$ cat src/hw/rtl/sws_pkg.sv
package sws_pkg;

  // Joystick codes
  localparam logic [4:0] JOY_CENTRE = 5'd16;
  localparam logic [4:0] JOY_LEFT   = 5'd4;
  localparam logic [4:0] JOY_RIGHT  = 5'd8;
  localparam logic [4:0] JOY_DOWN   = 5'd2;

  // Split report codes
  localparam logic [1:0] SPLIT_NONE = 2'd0;
  localparam logic [1:0] SPLIT_ONE  = 2'd1;
  localparam logic [1:0] SPLIT_TWO  = 2'd2;

  // Cascade limits
  localparam logic [6:0] HUNDREDTHS_MAX = 7'd99;
  localparam logic [5:0] SECONDS_MAX    = 6'd59;
  localparam logic [5:0] MINUTES_MAX    = 6'd59;

  // Stream widths
  localparam int IN_DATA_W  = 8;
  localparam int OUT_DATA_W = 32;

endpackage

$ cat src/hw/rtl/stopwatch_with_splits.sv
// Channel  Ports                       Bits in tdata (lowest first)
// -------  --------------------------  -----------------------------------------------
// input    s_tvalid s_tready s_tdata   tick_event[0] joystick_code[5:1] zero[7:6]
// result   m_tvalid m_tready m_tdata   hours[7:0] minutes[13:8] seconds[19:14]
//                                      hundredths[26:20] running[27]
//                                      split_taken[29:28] zero[31:30]
//
// One item per cycle unless stalled: the time state and the result register update in the
// transfer cycle; the result shows in the cycle after. One input item gives one result.
// Reset (rst, synchronous) clears the time, sets running and empties the result register.
// A stalled result holds; a new item is taken in the cycle the held result is taken.
module stopwatch_with_splits (
  input  logic                            clk,
  input  logic                            rst,
  input  logic                            s_tvalid,
  output logic                            s_tready,
  // tick_event[0], joystick_code[5:1], zero pad[7:6]
  input  logic [sws_pkg::IN_DATA_W-1:0]   s_tdata,
  output logic                            m_tvalid,
  input  logic                            m_tready,
  // hours[7:0], minutes[13:8], seconds[19:14], hundredths[26:20],
  // running[27], split_taken[29:28], zero pad[31:30]
  output logic [sws_pkg::OUT_DATA_W-1:0]  m_tdata
);

  // State
  logic [6:0] hundredth_count;
  logic [5:0] second_count;
  logic [5:0] minute_count;
  logic [7:0] hour_count;
  logic       run_flag;
  logic [4:0] previous_joystick;
  logic       tick_pending;

  logic [6:0] hundredth_count_next;
  logic [5:0] second_count_next;
  logic [5:0] minute_count_next;
  logic [7:0] hour_count_next;
  logic       run_flag_next;
  logic [4:0] previous_joystick_next;
  logic       tick_pending_next;
  logic [1:0] split_next;

  logic       tick_event;
  logic [4:0] joystick_code;
  logic       in_xfer;

  // Result register
  logic       res_valid;
  logic [7:0] res_hours;
  logic [5:0] res_minutes;
  logic [5:0] res_seconds;
  logic [6:0] res_hundredths;
  logic       res_running;
  logic [1:0] res_split;

  assign tick_event    = s_tdata[0];
  assign joystick_code = s_tdata[5:1];
  assign s_tready      = !res_valid || m_tready;
  assign in_xfer       = s_tvalid && s_tready;

  // Tick, cascade, then joystick action
  always_comb begin
    logic pend;
    logic carry_s;
    logic carry_m;
    logic carry_h;
    pend                   = tick_pending || tick_event;
    hundredth_count_next   = hundredth_count;
    second_count_next      = second_count;
    minute_count_next      = minute_count;
    hour_count_next        = hour_count;
    run_flag_next          = run_flag;
    previous_joystick_next = previous_joystick;
    tick_pending_next      = pend;
    split_next             = sws_pkg::SPLIT_NONE;
    carry_s                = 1'b0;
    carry_m                = 1'b0;
    carry_h                = 1'b0;

    if (pend && run_flag) begin
      tick_pending_next = 1'b0;
      carry_s = (hundredth_count >= sws_pkg::HUNDREDTHS_MAX);
      carry_m = carry_s && (second_count >= sws_pkg::SECONDS_MAX);
      carry_h = carry_m && (minute_count >= sws_pkg::MINUTES_MAX);
      hundredth_count_next = carry_s ? 7'd0 : hundredth_count + 7'd1;
      if (carry_s) begin
        second_count_next = carry_m ? 6'd0 : second_count + 6'd1;
      end
      if (carry_m) begin
        minute_count_next = carry_h ? 6'd0 : minute_count + 6'd1;
      end
      if (carry_h) begin
        hour_count_next = hour_count + 8'd1;
      end
    end

    if (joystick_code != previous_joystick) begin
      previous_joystick_next = joystick_code;
      case (joystick_code)
        sws_pkg::JOY_CENTRE: begin
          run_flag_next = !run_flag;
        end
        sws_pkg::JOY_LEFT: begin
          if (run_flag) split_next = sws_pkg::SPLIT_ONE;
        end
        sws_pkg::JOY_RIGHT: begin
          if (run_flag) split_next = sws_pkg::SPLIT_TWO;
        end
        sws_pkg::JOY_DOWN: begin
          hundredth_count_next = 7'd0;
          second_count_next    = 6'd0;
          minute_count_next    = 6'd0;
          hour_count_next      = 8'd0;
        end
        default: begin
        end
      endcase
    end
  end

  // State and result registers
  always_ff @(posedge clk) begin
    if (rst) begin
      hundredth_count   <= '0;
      second_count      <= '0;
      minute_count      <= '0;
      hour_count        <= '0;
      run_flag          <= 1'b1;
      previous_joystick <= '0;
      tick_pending      <= 1'b0;
      res_valid         <= 1'b0;
    end else begin
      if (in_xfer) begin
        hundredth_count   <= hundredth_count_next;
        second_count      <= second_count_next;
        minute_count      <= minute_count_next;
        hour_count        <= hour_count_next;
        run_flag          <= run_flag_next;
        previous_joystick <= previous_joystick_next;
        tick_pending      <= tick_pending_next;
        res_valid         <= 1'b1;
      end else if (m_tready) begin
        res_valid <= 1'b0;
      end
    end
  end

  // Result payload
  always_ff @(posedge clk) begin
    if (in_xfer) begin
      res_hours      <= hour_count_next;
      res_minutes    <= minute_count_next;
      res_seconds    <= second_count_next;
      res_hundredths <= hundredth_count_next;
      res_running    <= run_flag_next;
      res_split      <= split_next;
    end
  end

  assign m_tvalid = res_valid;
  assign m_tdata  = {2'b00, res_split, res_running, res_hundredths,
                     res_seconds, res_minutes, res_hours};

  // Checks
  a_split_needs_run: assert property (@(posedge clk) disable iff (rst)
    (m_tvalid && res_split != sws_pkg::SPLIT_NONE) |-> res_running)
    else $error("split reported while paused");

  a_split_code: assert property (@(posedge clk) disable iff (rst)
    m_tvalid |-> (res_split == sws_pkg::SPLIT_NONE || res_split == sws_pkg::SPLIT_ONE
                  || res_split == sws_pkg::SPLIT_TWO))
    else $error("bad split code");

  a_time_range: assert property (@(posedge clk) disable iff (rst)
    (hundredth_count <= sws_pkg::HUNDREDTHS_MAX) && (second_count <= sws_pkg::SECONDS_MAX)
    && (minute_count <= sws_pkg::MINUTES_MAX))
    else $error("time count out of range");

  a_xfer_gives_result: assert property (@(posedge clk) disable iff (rst)
    in_xfer |=> m_tvalid)
    else $error("transfer without result");

endmodule
$ cat config.mk
export PLATFORM = sky130hd
export DESIGN_NAME = stopwatch_with_splits
export DESIGN_NICKNAME = d
export VERILOG_FILES = /design/src/hw/rtl/sws_pkg.sv /design/src/hw/rtl/stopwatch_with_splits.sv
export SDC_FILE = /design/constraint.sdc
export NUM_CORES = 1
export LEC_CHECK = 0
export BUFFER_PORTS_ARGS = -buffer_cell sky130_fd_sc_hd__buf_2
export CORE_ASPECT_RATIO = 0.5
export CORE_MARGIN = 5
export CORE_UTILIZATION = 62
export CTS_BUF_LIST = sky130_fd_sc_hd__clkbuf_16
export DETAILED_ROUTE_END_ITERATION = 10
export PLACE_DENSITY = 0.83
export SLEW_MARGIN = 15
export SYNTH_ARGS = -nofsm -noshare
export SYNTH_HDL_FRONTEND = slang
export SYNTH_SLANG_ARGS = --single-unit
$ cat constraint.sdc
create_clock -name clk -period 5.7 [get_ports clk]
set_input_delay 0.57 -clock clk [delete_from_list [all_inputs] [get_ports clk]]
set_output_delay 0.57 -clock clk [all_outputs]
set_load 0.03 [all_outputs]
* Word-level counts from Yosys, hierarchy flattened
Index checks and enable logic that the tools add are counted.
Storage, ports and cells: bits in registers 65, input bits 12, word-level logic and storage cells 62
Cells by class: add/sub/neg operators 4, magnitude comparators 3, equal/unequal tests 5, mux-type cells 26, reductions and logical operators 10
Operators with widths (count):
- 6-bit 2-to-1 mux | 10
- 8-bit 2-to-1 mux | 4
- 7-bit 2-to-1 mux | 4
- 6-bit by 1-bit adder with 6-bit output, second input constant | 2
- 6-bit >= comparator, second input constant | 2
- 8-bit by 1-bit adder with 8-bit output, second input constant | 1
- 7-bit by 1-bit adder with 7-bit output, second input constant | 1
- 7-bit >= comparator, second input constant | 1
- 1-bit 2-to-1 mux | 6
- 5-bit by 2-bit equality test with 1-bit output, second input constant | 1
- 5-bit by 3-bit equality test with 1-bit output, second input constant | 1
- 5-bit by 4-bit equality test with 1-bit output, second input constant | 1
- 5-bit equality test, second input constant | 1
- 5-bit inequality test | 1
- 1-bit logical AND | 4
- 2-bit case mux with 2 select lines | 1
- 1-bit zero test | 2
- 1-bit logical OR | 2
- 2-bit 2-to-1 mux | 1
- 2-bit AND reduction | 1
- 2-bit nonzero test | 1

* Depth between registers and ports, before layout
Gate-level depths: netlist of the first run.
word-level depth 8, gate-level depth with buffers 6

* Worst setup path before layout of the first run
Ideal clock, no wire load.
path kind in2reg, start point input port m_tready, end point register res_hours[0] (enable), library setup time 0.406 ns, arrival time 2.088 ns, data required time 5.294 ns, path slack 3.206 ns, cell stages on the path 4, path through or2b_2 > nand2_1 > clkinv_1 > clkbuf_1
On the way: word-level cells in the longest chain between the ends 2
RTL lines:
- start, declared | line stopwatch_with_splits.sv:20 | input logic m_tready,
- 1-bit logical OR | line stopwatch_with_splits.sv:59 | assign s_tready = !res_valid || m_tready;
- 1-bit logical AND | line stopwatch_with_splits.sv:60 | assign in_xfer = s_tvalid && s_tready;
- via in_xfer | line stopwatch_with_splits.sv:46 | logic in_xfer;
- end signal, assigned | line stopwatch_with_splits.sv:152 | res_hours <= hour_count_next;
- end, declared | line stopwatch_with_splits.sv:50 | logic [7:0] res_hours;
The timed path passes the listed nets, and every way through them passes these cells. A chain may end at the register's enable or synchronous reset.

* Final worst setup path of the first run
start point register hundredth_count[0], end point register second_count[3]
On the way: word-level cells in the longest chain between the ends 7
RTL lines:
- start, declared | line stopwatch_with_splits.sv:27 | logic [6:0] hundredth_count;
- start signal, assigned | line stopwatch_with_splits.sv:135 | hundredth_count <= hundredth_count_next;
- 7-bit >= comparator (*) | line stopwatch_with_splits.sv:83 | carry_s = (hundredth_count >= sws_pkg::HUNDREDTHS_MAX);
- 1-bit logical AND | line stopwatch_with_splits.sv:84 | carry_m = carry_s && (second_count >= sws_pkg::SECONDS_MAX);
- 6-bit 2-to-1 mux | line stopwatch_with_splits.sv:88 | second_count_next = carry_m ? 6'd0 : second_count + 6'd1;
- 6-bit 2-to-1 mux (*) | line stopwatch_with_splits.sv:87 | if (carry_s) begin
- 6-bit 2-to-1 mux (*) | line stopwatch_with_splits.sv:81 | if (pend && run_flag) begin
- 6-bit 2-to-1 mux | line stopwatch_with_splits.sv:100 | case (joystick_code)
- 6-bit 2-to-1 mux (*) | line stopwatch_with_splits.sv:98 | if (joystick_code != previous_joystick) begin
- end signal, assigned | line stopwatch_with_splits.sv:136 | second_count <= second_count_next;
- end, declared | line stopwatch_with_splits.sv:28 | logic [5:0] second_count;
Every way passes the cells marked *; elsewhere a longest branch is shown, timed or not.

==> impl_metrics.csv, run 1 <==
group,metric,value,unit
final_layout,drive_above_1_share,17.1,%
sta,final_max_slew_viol_count,0,
routing,drt_iter0_markers,264,
sta,rsz0062_at_grt,"false",
global_routing,first_global_vias,2735,
worst_setup_path,cp-start-kind,"register",
clock_tree,cts_buffer_depth,2,
power_and_ir_drop,clockPowerShare,48.8,%
global_routing,grt-ovfl-total,0,
global_routing,grt_max_degree,34,
routing,drtAntennaViolNets,0,
sta,finalCritPeriodShare,43.2,%
power_and_ir_drop,comb_power_share,7.9,%
routing,first_pass_iters,5,
worst_setup_path,critPathArrivalTime,2720,ps
sta,skew,6.69,ps
place,io_buffers,41,
sta,fin_crit,2460,ps
synth,synth_area_per_cell,9.24,sq um
floorplanning,die_h,62.5,um
clock_tree,clk_latency,330,ps
worst_setup_path,cp_num_buf_inv,0,
synth,synth_top_cell_by_area,"edfxtp_1",
floorplanning,die_area,7190,sq um
synth,yosysUniqueCellTypes,60,
worst_setup_path,worstSetupPathType,"register to register",
synth,synth_ff_type,"dfxtp_1",
floorplanning,core-area,5420,sq um
synth,syn_area,3420,sq um
routing,routed_wl,7670,um
routing,drc,0,
synth,synthMostInstantiatedCell,"nand2_1",
synth,async_reset_ff_share,0,%
clock_tree,cts_tree,"built",
sta,max_freq,406,MHz
synth,synth.area.top_cells,"edfxtp_1 26%, dfxtp_1 21%, nand2_1 5.5%",
synth,synth_edf_count,30,
global_routing,antenna_found_initial,0,
global_routing,busiest_layer,"met2",
floorplanning,start_util,63.0,%
worst_setup_path,crit_path_top_delay_cell,"a21oi_1",
worst_setup_path,reg2reg_depth,6,
clock_tree,post_cts_buffers,0,
clock_tree,post_cts_resized,0,
power_and_ir_drop,p_per_area,301,nW/um^2
clock_tree,htree_levels,3,
routing,wl_per_cell,15.9,um
power_and_ir_drop,swShare,23.0,%
floorplanning,row_count,19,
synth,ys_seq_area_share,46.9,%
floorplanning,pin_count,46,
worst_setup_path,cp-end-kind,"register",
worst_setup_path,crit_fanout,8,
power_and_ir_drop,power_frac_seq,43.3,%
sta,fin_setup_tns,0,ps
synth,yosysTopAreaCellShare,26.4,%
worst_setup_path,crit_family,"simple AND/OR/NAND/NOR gates",
synth,ys_seq_elements,65,
routing,num_vias,2958,
global_routing,grtUsageMet1,29.5,%
job,drv_cap,0,
routing,vias_per_cell,6.12,
worst_setup_path,critPathMaxStageDelay,630,ps
power_and_ir_drop,p_switching,0.000270,W
final_layout,final-seq-area,1600,sq um
global_routing,use_met3,7.06,%
global_routing,grt_util_met2,35.3,%
clock_tree,cts-root-buf,"clkbuf_16",
worst_setup_path,crit_chain,"ha_1, nor4_1, a21oi_1, nand4_1, or4_1, a31oi_1",
final_layout,multiInputGateArea,1650,sq um
power_and_ir_drop,p_leak,1.48,nW
synth,netlist_instances,370,
power_and_ir_drop,ir_drop,0.203,mV
run_status,status,"completed",
sta,setup_viol_count_final,0,
min_path,whs_path_depth,2,
worst_setup_path,required,5950,ps
global_routing,grt_pass1_wl,13000,um
clock_tree,cts-hold-fix-buffers,0,
clock_tree,clk_pin_slew,60,ps
sta,hold_viol_final,0,
clock_tree,cts_num_sinks,65,
sta,slew_headroom,32.0,%
power_and_ir_drop,total_power,0.00117,W
final_layout,antenna_cells,0,
synth,ys_warn_count,0,
clock_tree,cts_buffers,9,
floorplanning,fp.dieW,115,um
final_layout,area.growth.synth_to_final,14.2,%
min_path,hp-class,"register to register",
power_and_ir_drop,internal_power,0.000904,W
global_routing,grt_use_total,22.4,%
final_layout,layout.nets,421,
final_layout,fillers,385,
sta,worstMarginPinSlew,1010,ps
place,gp_congestion,0.900,
worst_setup_path,path_depth,6,
place,hpwl,5230,um
synth,synthTopCellsByCount,"50 x nand2_1, 38 x nor2_1, 35 x dfxtp_1",
-- cell usage in the layout, fill, tap and decap left out, types with 11 or more instances in the layout --
master / synthesis / layout
nor3_1: 11 / 11
nand4_1: 11 / 11
edfxtp_1: 30 / 30
nor2_1: 38 / 38
a21oi_1: 31 / 31
buf_2: 2 / 41
nand3_1: 22 / 22
dfxtp_1: 35 / 35
xor2_1: 14 / 14
nand2_1: 50 / 50
-- worst paths after layout --
path                                        endpoint  slack (ps)            startpoint
worst min-delay path            previous_joystick[2]         470  previous_joystick[2]
worst min register to register  previous_joystick[2]         470  previous_joystick[2]
worst max-delay path                 second_count[3]        3240    hundredth_count[0]
worst max register to register       second_count[3]        3240    hundredth_count[0]
-- worst min-delay path: stages (launching register included) --
cell	delay, ps
dfxtp_1	310
nand2_1	50
a21oi_1	50
-- power groups by stage --
stage | registers, W | clock network (W) | logic (W)
floorplan | 0.000542 | 0 | 0.0000430
global route | 0.000510 | 0.000609 | 0.0000990
finish | 0.000509 | 0.000573 | 0.0000927
global placement | 0.000517 | 0 | 0.0000893
CTS | 0.000509 | 0.000581 | 0.0000921
detailed placement | 0.000518 | 0 | 0.0000918
-- layout make-up --
cell class / instances / area share [%]
clock buffer: 9 / 5.77
sequential: 65 / 41.1
timing repair buffer: 44 / 5.84
tap: 73 / 2.34
multi-input combinational: 280 / 42.3
inverter: 5 / 0.481
clock inverter: 7 / 2.18
-- cells by family (layout without fill, tap and decap cells) --
logic type / count (synthesis) / in the layout / synth area share [%]
XOR/XNOR: 24 / 24 / 6.15
multiplexers: 3 / 3 / 0.915
adder cells (fa/ha/maj): 4 / 4 / 1.46
flip-flops: 65 / 65 / 46.9
other: 1 / 2 / 0.110
AO/OA/AOI/OAI: 79 / 79 / 15.3
buffers and inverters: 26 / 65 / 4.91
AND/OR/NAND/NOR: 168 / 168 / 24.2
-- sequential cells by signal, summed over array words and instances (netlist names) --
name / cells
second_count: 6
res_running: 1
res_seconds: 6
hundredth_count: 7
res_minutes: 6
res_hundredths: 7
minute_count: 6
res_split: 2
run_flag: 1
res_hours: 8
hour_count: 8
previous_joystick: 5
m_tvalid: 1
tick_pending: 1
-- stage by stage --
stage	cell area [sq um]	worst slack [ps]	util (%)	std cells	hold WS, ps
2_1_floorplan	3420	3210	-	371	449
3_3_place_gp	3590	3200	66.3	467	458
3_5_place_dp	3590	3150	66.3	467	462
4_1_cts	3900	3310	72.0	483	469
5_1_grt	3900	3030	72.0	483	486
6_report	3900	3240	72.0	483	465
-- per-layer routing --
| metal | vias up | wire [um] |
|---|---|---|
| li1 | 1426 | - |
| met4 | 0 | 86 |
| met5 | - | 0 |
| met3 | 12 | 772 |
| met1 | 1357 | 3310 |
| met2 | 163 | 3500 |
Power figures use the tool's default switching activity.
==> run 2, diff against run 1 <==
Settings changed: CORE_UTILIZATION 62 to 57, PLACE_DENSITY 0.83 to 0.77.
Clock period 5.7 ns to 2.3 ns, I/O delays scaled along.
==> run 2 against run 1 <==
Non-clock buffer count rose by 16. Combinational power grew to 2.6 times the previous value. Sequential share of layout area fell by 0.99 points. Critical path depth did not move. Fmax is 13% higher. Clock power up 120%. Critical endpoint is now second_count[4]. Largest power group unchanged. Highest routed layer unchanged.
==> impl_metrics.csv, run 2 (synthesized netlist as in run 1, its figures left out) <==
group,metric,value,unit
run_status,status,"completed",
place,placedCellCount,483,
global_routing,grt_use_total,22.6,%
sta,rsz0062_at_grt,"false",
global_routing,antenna_found_initial,0,
sta,max_freq,459,MHz
floorplanning,die_h,64.8,um
final_layout,final_common_cell,"nand2_1",
worst_setup_path,worstSetupPathType,"register to register",
place,hpwl,5860,um
final_layout,layout_common_cells,"50 x nand2_1, 41 x buf_2, 38 x nor2_1",
clock_tree,cts_num_sinks,65,
final_layout,stdcell_count,499,
sta,slew_headroom,35.3,%
power_and_ir_drop,ir_drop,0.592,mV
worst_setup_path,required,2550,ps
floorplanning,pin_count,46,
final_layout,reg.largest.list,"hour_count (8), res_hours (8)",
final_layout,drive_above_1_share,20.0,%
clock_tree,post_cts_buffers,0,
global_routing,first_global_vias,2946,
final_layout,fin_util,71.0,%
place,io_buffers,41,
clock_tree,cts-root-buf,"clkbuf_16",
clock_tree,clk_pin_slew,50,ps
routing,num_vias,3008,
worst_setup_path,cp-start-kind,"register",
sta,fin_crit,2180,ps
floorplanning,row_count,19,
final_layout,antenna_cells,0,
power_and_ir_drop,total_power,0.00277,W
worst_setup_path,cp_num_buf_inv,0,
place,gp_congestion,0.900,
worst_setup_path,crit_fanout,9,
worst_setup_path,crit_family,"simple AND/OR/NAND/NOR gates",
global_routing,grt-ovfl-total,0,
sta,setup_viol_count_final,0,
clock_tree,cts_tree,"built",
worst_setup_path,crit_path_top_delay_cell,"or4_1",
sta,finalCritPeriodShare,94.8,%
worst_setup_path,crit_chain,"ha_1, or4_4, o211ai_4, o21ai_2, or4_1, a31oi_1",
job,drv_cap,0,
global_routing,grt_pass1_wl,13800,um
floorplanning,start_util,60.6,%
routing,drtAntennaViolNets,0,
clock_tree,htree_levels,3,
worst_setup_path,cp-end-kind,"register",
power_and_ir_drop,p_per_area,693,nW/um^2
power_and_ir_drop,p_leak,1.55,nW
floorplanning,core-area,5630,sq um
sta,final_max_slew_viol_count,0,
sta,skew,9.41,ps
final_layout,area.growth.synth_to_final,17.0,%
routing,drt_iter0_markers,222,
routing,vias_per_cell,6.03,
clock_tree,cts_buffers,9,
global_routing,grt_max_degree,24,
routing,drc,0,
clock_tree,cts_buffer_depth,2,
worst_setup_path,critPathArrivalTime,2430,ps
floorplanning,die_area,7740,sq um
sta,worstMarginPinSlew,966,ps
floorplanning,fp.dieW,119,um
routing,routed_wl,8210,um
routing,wl_per_cell,16.4,um
clock_tree,clk_latency,330,ps
worst_setup_path,critPathMaxStageDelay,500,ps
final_layout,layout.nets,437,
routing,first_pass_iters,5,
sta,fin_setup_tns,0,ps
min_path,hp-class,"input port to register",
sta,hold_viol_final,0,
-- run 2: cell type report --
class	instances	area (sq um)
clock buffer	9	225
fill	432	1640
clock inverter	7	53.8
sequential	65	1600
tap	73	91.3
timing repair buffer	60	348
multi-input combinational	280	1660
inverter	5	18.8
-- run 2: repair_timing --
| item | CTS | global route |
|---|---|---|
| endpoints found under the setup margin | 0 | 6 |
| resized for setup | 0 | 2 |
| hold buffers | 0 | 0 |
-- run 2: stage by stage --
step	worst slack, ps	hold slack [ps]	area [sq um]
global placement	202	457	3710
CTS	43.2	147	3990
floorplan	146	359	3420
global route	14.0	163	4000
finish	120	155	4000
detailed placement	64.4	460	3710
-- run 2: final timing paths --
path	to	from	cells after the start	slack, ps
min reg2reg	previous_joystick[2]	previous_joystick[2]	2	460
min	m_tvalid	s_tvalid	3	160
max	second_count[4]	hundredth_count[0]	6	120
max reg2reg	second_count[4]	hundredth_count[0]	6	120
-- run 2: power breakdown --
part           internal (W)  switching, W  total, W
Combinational     0.0000649      0.000175  0.000240
Clock              0.000815      0.000455   0.00127
Sequential          0.00125     0.0000147   0.00126
Total               0.00213      0.000645   0.00277
-- run 2: worst min-delay path, stage by stage --
cell and delay [ps]:
buf_2 100, inv_1 50, a21oi_1 50
-- run 2: metal layers --
layer  vias to the layer above  track usage, %  routed length (um)
met2                       121            37.1                3800
li1                       1452               -                   -
met5                         -               0                   0
met3                        14            7.04                 669
met1                      1421            28.1                3630
met4                         0            9.70                 110
==> run 3, diff against run 2 <==
Settings changed: PLACE_DENSITY 0.77 to 0.82.
==> run 3 against run 2 <==
Sequential power hardly changed. Clock power is 13% higher. Combinational power hardly changed. Sequential share of layout area is 0.48 points lower. Sequential cell count stayed put. Cell area is 1.2% higher. Critical path depth stayed put. Routed wire length is 9.6% higher. First-iteration DRC count is 45% higher. Setup slack worse by 26 ps. Total power is 5.7% higher. Critical path type unchanged. Critical endpoint is now second_count[2]. Largest power group unchanged. Highest routed layer unchanged.
==> impl_metrics.csv, run 3 (synthesized netlist as in run 1, its figures left out) <==
group,metric,value,unit
final_layout,antenna_cells,0,
global_routing,first_global_vias,3117,
clock_tree,cts-root-buf,"clkbuf_16",
power_and_ir_drop,p_per_area,724,nW/um^2
place,placed_cell_area,3710,sq um
routing,wl_met3,989,um
floorplanning,row_count,19,
power_and_ir_drop,comb_power_share,8.3,%
routing,drt_iter0_markers,321,
sta,final_max_slew_viol_count,0,
final_layout,stdcell_count,499,
power_and_ir_drop,p_leak,1.55,nW
global_routing,grt_use_total,24.2,%
sta,slew_headroom,38.1,%
worst_setup_path,required,2550,ps
routing,routed_wl,9000,um
sta,skew,4.33,ps
power_and_ir_drop,clockPowerShare,48.7,%
global_routing,antenna_found_initial,0,
run_status,status,"completed",
floorplanning,pin_count,46,
place,gp_congestion,0.935,
routing,num_vias,3198,
clock_tree,clk_latency,330,ps
min_path,hp-class,"input port to register",
routing,wl_per_cell,18.0,um
floorplanning,die_area,7740,sq um
power_and_ir_drop,power_frac_seq,43.0,%
sta,rsz0062_at_grt,"false",
job,drv_cap,0,
clock_tree,cts_buffers,9,
clock_tree,cts_buffer_depth,2,
worst_setup_path,cp-end-kind,"register",
sta,max_freq,453,MHz
worst_setup_path,crit_fanout,9,
routing,vias_per_cell,6.41,
global_routing,grt_pass1_wl,14900,um
routing,routed-wl-met2,4360,um
global_routing,grt-ovfl-total,0,
sta,setup_viol_count_final,0,
min_path,whs_path_depth,3,
worst_setup_path,reg2reg_depth,6,
final_layout,reg.largest.list,"hour_count (8), res_hours (8)",
worst_setup_path,crit_path_end,"second_count[2]",
power_and_ir_drop,internal_power,0.00225,W
worst_setup_path,critPathArrivalTime,2460,ps
sta,fin_crit,2210,ps
floorplanning,die_h,64.8,um
final_layout,layout_common_cells,"50 x nand2_1, 41 x buf_2, 38 x nor2_1",
routing,first_pass_iters,8,
final_layout,final_common_cell,"nand2_1",
final_layout,final_area,4050,sq um
worst_setup_path,r2r-start,"hundredth_count[0]",
worst_setup_path,r2r-end,"second_count[2]",
power_and_ir_drop,ir_drop,0.478,mV
worst_setup_path,worstSetupPathType,"register to register",
power_and_ir_drop,swShare,23.3,%
global_routing,grt_max_degree,25,
place,placedCellCount,483,
clock_tree,cts_tree,"built",
routing,wl_met1,3460,um
power_and_ir_drop,p_switching,0.000683,W
place,io_buffers,41,
routing,drc,0,
power_and_ir_drop,total_power,0.00293,W
routing,drtAntennaViolNets,0,
routing,top_layer,"met4",
floorplanning,core-area,5630,sq um
clock_tree,htree_levels,3,
sta,hold_viol_final,0,
floorplanning,start_util,60.6,%
sta,whs,183,ps
clock_tree,clk_pin_slew,50,ps
sta,finalCritPeriodShare,95.9,%
final_layout,layout.nets,437,
worst_setup_path,cp-start-kind,"register",
sta,worstMarginPinSlew,925,ps
floorplanning,fp.dieW,119,um
clock_tree,cts-hold-fix-buffers,0,
final_layout,drive_above_1_share,21.4,%
worst_setup_path,rrSetupSlack,90,ps
sta,fin_setup_tns,0,ps
final_layout,area.growth.synth_to_final,18.4,%
place,hpwl,6020,um
clock_tree,cts_num_sinks,65,
worst_setup_path,worstSetupStartpoint,"hundredth_count[0]",
## run 3: critical path, cell delays in order (launching register included)
cell      delay, ps
dfxtp_1         360
ha_2            230
or4_4           450
o211ai_4        230
o21ai_4         140
or4_1           520
a31oi_1         200
## run 3: final cells by class
| class | count | area, sq um |
|---|---|---|
| Clock buffer | 9 | 225 |
| Timing Repair Buffer | 60 | 348 |
| Tap cell | 73 | 91.3 |
| Clock inverter | 7 | 85.1 |
| Inverter | 5 | 18.8 |
| Fill cell | 394 | 1590 |
| Sequential cell | 65 | 1600 |
| Multi-Input combinational cell | 280 | 1680 |
## run 3: worst min-delay path by stage
stage,slack [ps],end,from
finish,180,previous_joystick[3],s_tdata[4]
global placement,460,previous_joystick[3],previous_joystick[3]
detailed placement,460,previous_joystick[3],previous_joystick[3]
global route,180,previous_joystick[3],s_tdata[4]
floorplan,360,m_tvalid,s_tvalid
CTS,180,previous_joystick[3],s_tdata[4]
## run 3: power groups by stage
stage	combinational [W]	sequential (W)	clock [W]
after floorplan	0.000107	0.00134	0
after global placement	0.000229	0.00128	0
after detailed placement	0.000237	0.00128	0
after CTS	0.000239	0.00126	0.00144
after global routing	0.000259	0.00127	0.00149
final	0.000243	0.00126	0.00143
## run 3: routing by layer
layer,vias up,global-route usage [%]
met2,220,41.9
met1,1487,28.9
li1,1465,-
met4,0,9.70
met5,-,0
met3,26,6.95
## run 3: what timing repair did
action                     4_1_cts  5_1_grt
hold endpoints to repair         0        0
setup endpoints to repair        0        9
setup buffers                    0        0
resized for setup                0        6
## run 3: stage by stage
step,utilization [%],worst slack (ps)
2_1_floorplan,-,146
3_3_place_gp,65.9,199
3_5_place_dp,65.9,92.3
4_1_cts,71.4,16.1
5_1_grt,71.8,45.5
6_report,71.8,94.1
